**src/design/ldfc_pkg.sv**
```systemverilog
// Package for the LED dimmer fade controller: request types, codes and constants.
`timescale 1ns / 1ps
`default_nettype none

package ldfc_pkg;

    localparam int unsigned DUTY_W = 8;
    localparam int unsigned TICK_W = 16;
    localparam int unsigned CMD_W  = 3;

    localparam logic [DUTY_W-1:0] DUTY_MAX       = {DUTY_W{1'b1}};
    localparam logic [TICK_W-1:0] STEP_TICKS_RST = TICK_W'(1);

    typedef enum logic [CMD_W-1:0] {
        CMD_TICK   = 3'd0,
        CMD_ON     = 3'd1,
        CMD_OFF    = 3'd2,
        CMD_TOGGLE = 3'd3,
        CMD_SET    = 3'd4,
        CMD_ADJUST = 3'd5
    } t_cmd;

    typedef enum logic [1:0] {
        RAMP_IDLE  = 2'd0,
        RAMP_ON    = 2'd1,
        RAMP_OFF   = 2'd2,
        RAMP_LEVEL = 2'd3
    } t_ramp_mode;

    typedef struct packed {
        logic [CMD_W-1:0]         cmd;
        logic [DUTY_W-1:0]        level;
        logic signed [DUTY_W-1:0] delta;
    } t_in;

    typedef struct packed {
        logic [DUTY_W-1:0] duty;
        logic              lamp_on;
        logic              busy_res;
        logic              onoff_event;
        logic              level_event;
        logic [DUTY_W-1:0] stored_level;
    } t_out;

endpackage

`default_nettype wire

```
**src/design/led_dimmer_fade_controller_core.sv**
```systemverilog
// LED dimmer fade controller: request decode, fade stepping and result register.
//
//  channel   direction  handshake                  payload
//  in        request    i_in_valid / o_in_ready     i_in_data  (t_in)
//  out       result     o_out_valid / i_out_ready   o_out_data (t_out)
//  cfg       write      i_cfg_valid / o_cfg_ready   i_cfg_data (step_ticks)
//
// One request per cycle while the output is not stalled; each request gives one
// result (input register, then state update into the result register).
// The lamp state registers and the result register are written in the same cycle.
// A stalled output holds both stages; o_in_ready drops only when both are full.
// Synchronous active-low reset: lamp off, duty and level zero, step_ticks one.
`timescale 1ns / 1ps
`default_nettype none

module led_dimmer_fade_controller_core
    import ldfc_pkg::*;
(
    input  wire               i_clk,
    input  wire               i_rst_n,
    input  wire               i_in_valid,
    output logic              o_in_ready,
    input  t_in               i_in_data,
    output logic              o_out_valid,
    input  wire               i_out_ready,
    output t_out              o_out_data,
    input  wire               i_cfg_valid,
    output logic              o_cfg_ready,
    input  wire [TICK_W-1:0]  i_cfg_data
);

    // input stage
    logic              r_in_valid;
    t_in               r_in_data;
    // result stage
    logic              r_out_valid;
    t_out              r_out_data;
    // lamp state
    logic [TICK_W-1:0] r_step_ticks;
    logic [DUTY_W-1:0] r_duty;
    logic [DUTY_W-1:0] r_level;
    logic              r_is_on;
    logic [DUTY_W-1:0] r_target;
    t_ramp_mode        r_mode;
    logic [TICK_W-1:0] r_tick;

    logic [DUTY_W-1:0] n_duty;
    logic [DUTY_W-1:0] n_level;
    logic              n_is_on;
    logic [DUTY_W-1:0] n_target;
    t_ramp_mode        n_mode;
    logic [TICK_W-1:0] n_tick;
    logic              n_ev_onoff;
    logic              n_ev_level;

    logic              advance;
    logic              take_in;

    assign advance     = r_in_valid && (!r_out_valid || i_out_ready);
    assign take_in     = i_in_valid && o_in_ready;
    assign o_in_ready  = !r_in_valid || advance;
    assign o_cfg_ready = 1'b1;
    assign o_out_valid = r_out_valid;
    assign o_out_data  = r_out_data;

    always_comb begin
        logic [TICK_W-1:0]   limit;
        logic [TICK_W-1:0]   cnt;
        logic [DUTY_W-1:0]   on_lvl;
        logic signed [DUTY_W+1:0] sum;
        logic                go_on;
        logic                go_off;
        logic                check;

        n_duty     = r_duty;
        n_level    = r_level;
        n_is_on    = r_is_on;
        n_target   = r_target;
        n_mode     = r_mode;
        n_tick     = r_tick;
        n_ev_onoff = 1'b0;
        n_ev_level = 1'b0;
        check      = 1'b0;
        go_on      = 1'b0;
        go_off     = 1'b0;
        limit      = (r_step_ticks == '0) ? TICK_W'(1) : r_step_ticks;
        cnt        = r_tick + TICK_W'(1);
        on_lvl     = (r_level == '0) ? DUTY_MAX : r_level;
        sum        = $signed({2'b00, r_level}) + (DUTY_W+2)'(r_in_data.delta);

        if (r_in_data.cmd == CMD_TICK) begin
            if (r_mode != RAMP_IDLE) begin
                if (cnt < limit) begin
                    n_tick = cnt;
                end else begin
                    n_tick = '0;
                    if (r_duty < r_target) begin
                        n_duty = r_duty + DUTY_W'(1);
                    end else if (r_duty > r_target) begin
                        n_duty = r_duty - DUTY_W'(1);
                    end
                    check = 1'b1;
                end
            end
        end else if (r_mode == RAMP_IDLE) begin
            unique case (r_in_data.cmd)
                CMD_ON:     go_on  = !r_is_on;
                CMD_OFF:    go_off = r_is_on;
                CMD_TOGGLE: begin
                    go_on  = !r_is_on;
                    go_off = r_is_on;
                end
                CMD_SET: begin
                    if (!r_is_on) begin
                        n_level = r_in_data.level;
                    end else begin
                        n_mode   = RAMP_LEVEL;
                        n_target = r_in_data.level;
                        n_tick   = '0;
                        check    = 1'b1;
                    end
                end
                CMD_ADJUST: begin
                    if (sum < 0) begin
                        n_level = '0;
                    end else if (sum > $signed({2'b00, DUTY_MAX})) begin
                        n_level = DUTY_MAX;
                    end else begin
                        n_level = sum[DUTY_W-1:0];
                    end
                    n_duty  = n_level;
                    n_is_on = (n_level != '0);
                end
                default: ;  // unused codes are ignored
            endcase
            if (go_on) begin
                n_level  = on_lvl;
                n_mode   = RAMP_ON;
                n_target = on_lvl;
                n_tick   = '0;
                check    = 1'b1;
            end
            if (go_off) begin
                n_mode   = RAMP_OFF;
                n_target = '0;
                n_tick   = '0;
                check    = 1'b1;
            end
        end

        // a fade ends the step it lands on target, including a zero-length fade
        if (check && n_mode != RAMP_IDLE && n_duty == n_target) begin
            unique case (n_mode)
                RAMP_ON: begin
                    n_is_on    = 1'b1;
                    n_ev_onoff = 1'b1;
                end
                RAMP_OFF: begin
                    n_is_on    = 1'b0;
                    n_ev_onoff = 1'b1;
                end
                default: begin
                    n_level    = n_target;
                    n_ev_level = 1'b1;
                end
            endcase
            n_mode = RAMP_IDLE;
        end
    end

    always_ff @(posedge i_clk) begin
        if (!i_rst_n) begin
            r_in_valid   <= 1'b0;
            r_out_valid  <= 1'b0;
            r_step_ticks <= STEP_TICKS_RST;
            r_duty       <= '0;
            r_level      <= '0;
            r_is_on      <= 1'b0;
            r_target     <= '0;
            r_mode       <= RAMP_IDLE;
            r_tick       <= '0;
        end else begin
            if (i_cfg_valid) begin
                r_step_ticks <= i_cfg_data;
            end
            if (o_in_ready) begin
                r_in_valid <= i_in_valid;
            end
            if (advance) begin
                r_out_valid <= 1'b1;
                r_duty      <= n_duty;
                r_level     <= n_level;
                r_is_on     <= n_is_on;
                r_target    <= n_target;
                r_mode      <= n_mode;
                r_tick      <= n_tick;
            end else if (i_out_ready) begin
                r_out_valid <= 1'b0;
            end
        end
    end

    always_ff @(posedge i_clk) begin
        if (take_in) begin
            r_in_data <= i_in_data;
        end
        if (advance) begin
            r_out_data.duty         <= n_duty;
            r_out_data.lamp_on      <= n_is_on;
            r_out_data.busy_res     <= (n_mode != RAMP_IDLE);
            r_out_data.onoff_event  <= n_ev_onoff;
            r_out_data.level_event  <= n_ev_level;
            r_out_data.stored_level <= n_level;
        end
    end

endmodule

`default_nettype wire
```
**config.mk**
```make
export PLATFORM = sky130hd
export DESIGN_NAME = led_dimmer_fade_controller_core
export DESIGN_NICKNAME = d
export VERILOG_FILES = /design/src/design/ldfc_pkg.sv /design/src/design/led_dimmer_fade_controller_core.sv
export SDC_FILE = /design/constraint.sdc
export NUM_CORES = 1
export LEC_CHECK = 0
export ABC_AREA = 1
export BUFFER_PORTS_ARGS = -buffer_cell sky130_fd_sc_hd__buf_2
export CAP_MARGIN = 30
export CORE_MARGIN = 4
export CORE_UTILIZATION = 45
export CTS_BUF_LIST = sky130_fd_sc_hd__clkbuf_4 sky130_fd_sc_hd__clkbuf_8
export CTS_CLUSTER_SIZE = 14
export DETAILED_ROUTE_END_ITERATION = 10
export PLACE_DENSITY = 0.61
export RECOVER_POWER = 50
export SYNTH_ARGS = -nofsm -noshare
export SYNTH_HDL_FRONTEND = slang
export SYNTH_SLANG_ARGS = --single-unit
export TNS_END_PERCENT = 10
```
**constraint.sdc**
```tcl
create_clock -name i_clk -period 5.8 [get_ports i_clk]
set_input_delay 0.58 -clock i_clk [delete_from_list [all_inputs] [get_ports i_clk]]
set_output_delay 0.58 -clock i_clk [all_outputs]
set_load 0.05 [all_outputs]
```
* Yosys cells after proc, flatten, opt, wreduce, memory -nomap -nowiden
Cells that the tools add are included.
** Word-level totals
- Output and inout bits :: 23
- Bits of input ports :: 40
- Word-level logic and storage cells :: 126
- Bits in registers :: 100
** Operators by class
- Reduce and logical (&&, ||, !) cells :: 25
- Equality and inequality tests :: 9
- Add/subtract/negate cells :: 4
- $lt $le $gt $ge :: 5
- Muxes and demuxes :: 65
** Operator list (count)
- 8-bit 2-to-1 mux :: 25
- 16-bit 2-to-1 mux :: 9
- 1-bit 2-to-1 mux :: 22
- 16-bit by 1-bit adder with 16-bit output, second input constant :: 1
- 16-bit zero test :: 1
- 16-bit less-than comparator :: 1
- 8-bit one-hot mux with 2 select lines :: 1
- 2-bit 2-to-1 mux :: 7
- 9-bit by 8-bit adder with 10-bit output :: 1
- 10-bit by 9-bit greater-than comparator with 1-bit output, second input constant :: 1
- 10-bit by 1-bit less-than comparator with 1-bit output, second input constant :: 1
- 2-bit nonzero test :: 5
- 8-bit by 1-bit adder with 8-bit output, second input constant :: 1
- 8-bit equality test :: 1
- 8-bit greater-than comparator :: 1
- 8-bit zero test :: 1
- 8-bit less-than comparator :: 1
- 4-bit nonzero test :: 2
- 8-bit nonzero test :: 1
- 8-bit by 1-bit subtractor with 8-bit output, second input constant :: 1
- 3-bit by 2-bit equality test with 1-bit output, second input constant :: 2
- 3-bit equality test, second input constant :: 2
- 2-bit OR reduction :: 3
- 5-bit AND reduction :: 1
- 10 further kinds :: 16

* Longest topological paths before layout
- Depth in word-level cells :: 14
- Mapped depth :: 29
- Mapped depth without buffers :: 28

* Worst setup path after synthesis
Ideal clock, no wire load.
- Path type :: reg-to-reg
- From :: register r_tick[0]
- To :: register r_out_data, in the netlist o_out_data[10] (data pin)
- Slack :: 1638 ps
- Cell stages (with the launch flop) :: 25
- Clock period less this slack :: 4162 ps
- Data required time :: 5547 ps
- Buffers on the path :: 2
- Arrival :: 3909 ps
- Cell sequence :: dfxtp_1 > and3_1 > nand3_1 > nor3b_1 > nand3_1 > nor4_1 > nand3_1 > xnor2_1 > ha_1 > nand2_1 > nor2_1 > a2111oi_0 > nand2_2 > buf_4 > nand3_2 > nand3_1 > nand2_1 > nand2_1 > nand2_1 > nand3_4 > nor2_8 > nand3_2 > buf_6 > nand2_1 > nand2_1
** On the way
- Cells in the longest elaborated chain, start to end :: 9
** Ends and longest elaborated chain
- start, declared :: line led_dimmer_fade_controller_core.sv:45 : logic [TICK_W-1:0] r_tick;
- start signal, assigned :: line led_dimmer_fade_controller_core.sv:196 : r_tick <= n_tick;
- 16-bit by 1-bit adder with 16-bit output (*) :: line led_dimmer_fade_controller_core.sv:87 : cnt = r_tick + TICK_W'(1);
- 16-bit less-than comparator (*) :: line led_dimmer_fade_controller_core.sv:93 : if (cnt < limit) begin
- 8-bit 2-to-1 mux / 1-bit 2-to-1 mux (equally long branches) :: line led_dimmer_fade_controller_core.sv:93
- 8-bit 2-to-1 mux / 1-bit 2-to-1 mux (equally long branches) :: line led_dimmer_fade_controller_core.sv:92 : if (r_mode != RAMP_IDLE) begin
- 8-bit 2-to-1 mux / 1-bit 2-to-1 mux (equally long branches) :: line led_dimmer_fade_controller_core.sv:91 : if (r_in_data.cmd == CMD_TICK) begin
- 8-bit equality test / 1-bit logical AND (equally long branches) :: line led_dimmer_fade_controller_core.sv:152 : if (check && n_mode != RAMP_IDLE && n_duty == n_target) begin
- 1-bit logical AND (*) :: line led_dimmer_fade_controller_core.sv:152
- 2-bit 2-to-1 mux (*) :: line led_dimmer_fade_controller_core.sv:152
- 2-bit nonzero test (*) :: line led_dimmer_fade_controller_core.sv:210 : r_out_data.busy_res <= (n_mode != RAMP_IDLE);
- end, declared :: line led_dimmer_fade_controller_core.sv:37 : t_out r_out_data;
Every way passes the cells marked *; elsewhere a longest branch is shown, timed or not.
A chain may end at the register's enable or synchronous reset.

* Worst setup path in the final report
- From :: register r_tick[0]
- To :: register r_level[3]
** On the way
- Cells in the longest elaborated chain, start to end :: 8
** Ends and longest elaborated chain
- 16-bit by 1-bit adder with 16-bit output (*) :: line led_dimmer_fade_controller_core.sv:87
- 16-bit less-than comparator (*) :: line led_dimmer_fade_controller_core.sv:93
- 8-bit 2-to-1 mux / 1-bit 2-to-1 mux (equally long branches) :: line led_dimmer_fade_controller_core.sv:93
- 8-bit 2-to-1 mux / 1-bit 2-to-1 mux (equally long branches) :: line led_dimmer_fade_controller_core.sv:92
- 8-bit 2-to-1 mux / 1-bit 2-to-1 mux (equally long branches) :: line led_dimmer_fade_controller_core.sv:91
- 8-bit equality test / 1-bit logical AND (equally long branches) :: line led_dimmer_fade_controller_core.sv:152
- 1-bit logical AND (*) :: line led_dimmer_fade_controller_core.sv:152
- 8-bit 2-to-1 mux (*) :: line led_dimmer_fade_controller_core.sv:152
- end signal, assigned :: line led_dimmer_fade_controller_core.sv:192 : r_level <= n_level;
- end, declared :: line led_dimmer_fade_controller_core.sv:41 : logic [DUTY_W-1:0] r_level;
Marks and branches as above.

==> results by group <==
STA
  • Measured slew at the worst slew-check pin: 2.234 ns
  • Sum Neg Setup Slack: 0 ns
  • Final period util: 85.61%
  • Slew margin rel.: -48.90%
  • RSZ-0062 raised after global routing: no
  • Max-slew violations: 86
  • Min Clock Period, post-route: 4.965 ns
  • Fmax: 201.4 MHz
  • Final hold violations: 0
  • Endpoints failing setup: 0
  • Setup WS post-layout: 0.8347 ns
  • Skew final: 0.008789 ns

Cells and area
  • Layout Utilization: 50.65%
  • Filler instances: 1467
  • Commonest non-fill, non-tap cells in the layout: nand2_1, inv_1, a21oi_1, nor2_1, o21ai_0
  • Commonest non-fill, non-tap cell in the layout: nand2_1
  • Share of layout cells above drive strength 1: 10.92%
  • N_diodes: 0
  • Final nets: 1016
  • Area growth syn-to-layout: 9.578%

CTS
  • Hold_buf cts: 0
  • CTS buffer count: 9
  • CTS HTree Levels: 3
  • CTS Sinks: 100
  • Cts repair resizes: 0
  • Setup bufs post-CTS: 0
  • Worst skew pair latency: 0.38 ns
  • Root buf cell: clkbuf_8
  • Worst-case clock buffer depth: 2
  • CTS tree: done
  • CTS clk-pin slew, worst paths: 0.10 ns

Synthesis
  • Ys async rst share: 0%
  • Number of synthesized flops with an enable pin: 39
  • Seq/Total Area, Yosys: 37.00%
  • Cell taking the most area after synthesis: dfxtp_1
  • Post-Synthesis Cell Area: 6466 um^2
  • Flops & latches, synth: 100
  • Top post-synthesis cells by area: dfxtp_1, edfxtp_1, nand2_1
  • Synthesis warning total: 0
  • Mapped Nets: 963
  • Unique masters post-synth: 50
  • Dominant synthesized flop cell: dfxtp_1
  • Synth top area share: 18.89%
  • Cells after synthesis: 885
  • Avg Inst Size Synth: 7.306 um^2

Drt
  • Post-route ant nets: 0
  • Routed len/inst: 15.13 um
  • Initial DRT Pass Iterations: 5
  • Vias: 5931
  • Total wire length: 16.99 mm
  • Vias per cell: 5.281
  • Initial DRC Count: 574
  • DRC: 0

Placement
  • DPL Wire Length: 12.87 mm
  • DP Worst Slack: 0.8840 ns
  • GP Congestion: 0.9407
  • Port Buffers: 61

Power
  • Max VDD drop: 0.0001181 V
  • LEAKAGE: 3.244 nW
  • Pwr/cell area: 253.5 nW/um^2

Run status
  • Outcome: finished, violations left
  • Failing checks: capacitance limit, slew limit

Global routing
  • Initial antenna violation count: 0
  • Global Route Usage Sum: 21.00%
  • First-pass GRT wire length: 27.25 mm
  • GRT overflow: 0
  • Vias in the first global route: 5392
  • Largest net degree at the start of global routing: 50

Setup path
  • Critical path data arrival time: 5.24 ns
  • Worst setup SP type: flip-flop
  • Critical path fanouts, max: 18
  • Setup CP Type: reg -> reg
  • Critical Path RT: 6.08 ns
  • Crit. End Element: flip-flop

Job
  • # Max-Cap Violations: 2

Die
  • IO Count: 63
  • DIE AREA: 16350 um^2
  • Initial core utilization: 46.23%
  • Cell row count: 43
  • Core Box Area: 13990 um^2
  • Die width: 127.9 um
  • Die height: 127.9 um

Hold path
  • Hold Path Class: in -> reg
==> routing by layer <==
layer	track usage, %	wire, um	vias up
met3	3.875	1268	30
met2	30.90	7178	221
met5	0	0	-
met4	7.428	414	0
met1	30.81	8128	2650
li1	-	-	3030
==> logic make-up (layout without fill, tap and decap cells) <==
| group | Yosys count | after routing | share of synthesized area, % |
|---|---|---|---|
| AOI/OAI and AO/OA | 198 | 198 | 16.99 |
| xor gates and xnor gates | 20 | 20 | 2.709 |
| other | 1 | 1 | 0.05799 |
| and+or+nand+nor | 374 | 374 | 26.51 |
| adders and majority gates | 38 | 38 | 7.469 |
| DFF | 100 | 100 | 37.00 |
| buffers and inverters | 154 | 212 | 9.269 |
==> sequential cells by signal (all words and copies together), names as in the netlist <==
name          count
o_out_data       20
o_out_valid       1
r_duty            8
r_in_data        19
r_in_valid        1
r_is_on           1
r_level           8
r_mode            2
r_step_ticks     16
r_target          8
r_tick           16
==> final timing paths <==
kind | start | endpoint | slack, ns | cells past startpoint
worst max register to register | r_tick[0] | r_level[3] | 0.83 | 24
worst min-delay path | i_in_data[3] | r_in_data[3] | 0.37 | 1
worst min register to register | r_step_ticks[6] | r_step_ticks[6] | 0.48 | 2
worst max-delay path | r_tick[0] | r_level[3] | 0.83 | 24
==> report_power, final <==
part / switching, W / internal (W)
Combinational: 0.000369 / 0.000157
Sequential: 0.0000284 / 0.000778
Clock: 0.000260 / 0.000205
Total: 0.000657 / 0.00114
==> layout make-up <==
type                            count  area [um^2]  share of cell area, %
Clock buffer                       10        131.4                  1.854
Clock inverter                      6        63.81                 0.9006
Inverter                          129        484.2                  6.834
Multi-Input combinational cell    631         3475                  49.04
Sequential cell                   100         2392                  33.76
Tap cell                          180        225.2                  3.179
Timing Repair Buffer               67        314.1                  4.432
==> critical path: stages (launching register included) <==
cell	delay, ns
dfxtp_1	0.41
and3_1	0.21
nand3_1	0.11
nor3b_1	0.32
nand3_1	0.19
nor4_1	0.41
nand3_1	0.16
xnor2_1	0.22
ha_1	0.29
nand4_1	0.13
a21oi_1	0.06
a2111oi_0	0.38
nand2_2	0.34
nand3_2	0.13
nand3_1	0.11
nand2_1	0.18
nand2_1	0.07
nand2_1	0.10
nand3_4	0.10
nor2_8	0.19
nand3_2	0.29
nand2_2	0.16
nand3_1	0.09
nand2_1	0.14
inv_1	0.04
==> Yosys cell counts (6+ instances only) <==
cell type / number
nand2_2: 16
dfxtp_1: 61
nand3_1: 50
a21oi_1: 90
o22ai_1: 9
ha_1: 37
edfxtp_1: 39
a21boi_0: 7
clkbuf_1: 16
nand4_1: 22
xor2_1: 13
inv_1: 121
inv_2: 7
nor2_1: 70
o21ai_0: 64
nand2_1: 187
xnor2_1: 7
nor3_1: 6
==> metrics by stage <==
step / instances / hold slack [ns] / cell area [um^2] / power (W)
5_1_grt: 1123 / 0.3512 / 7086 / 0.001905
6_report: 1123 / 0.3741 / 7086 / 0.001797
3_5_place_dp: 1107 / 0.4728 / 6930 / 0.001340
2_1_floorplan: 885 / 0.4473 / 6466 / 0.001210
4_1_cts: 1123 / 0.3553 / 7126 / 0.001803
3_3_place_gp: 1106 / 0.4727 / 6919 / 0.001340
No activity file was read; power rests on OpenSTA's default activity.
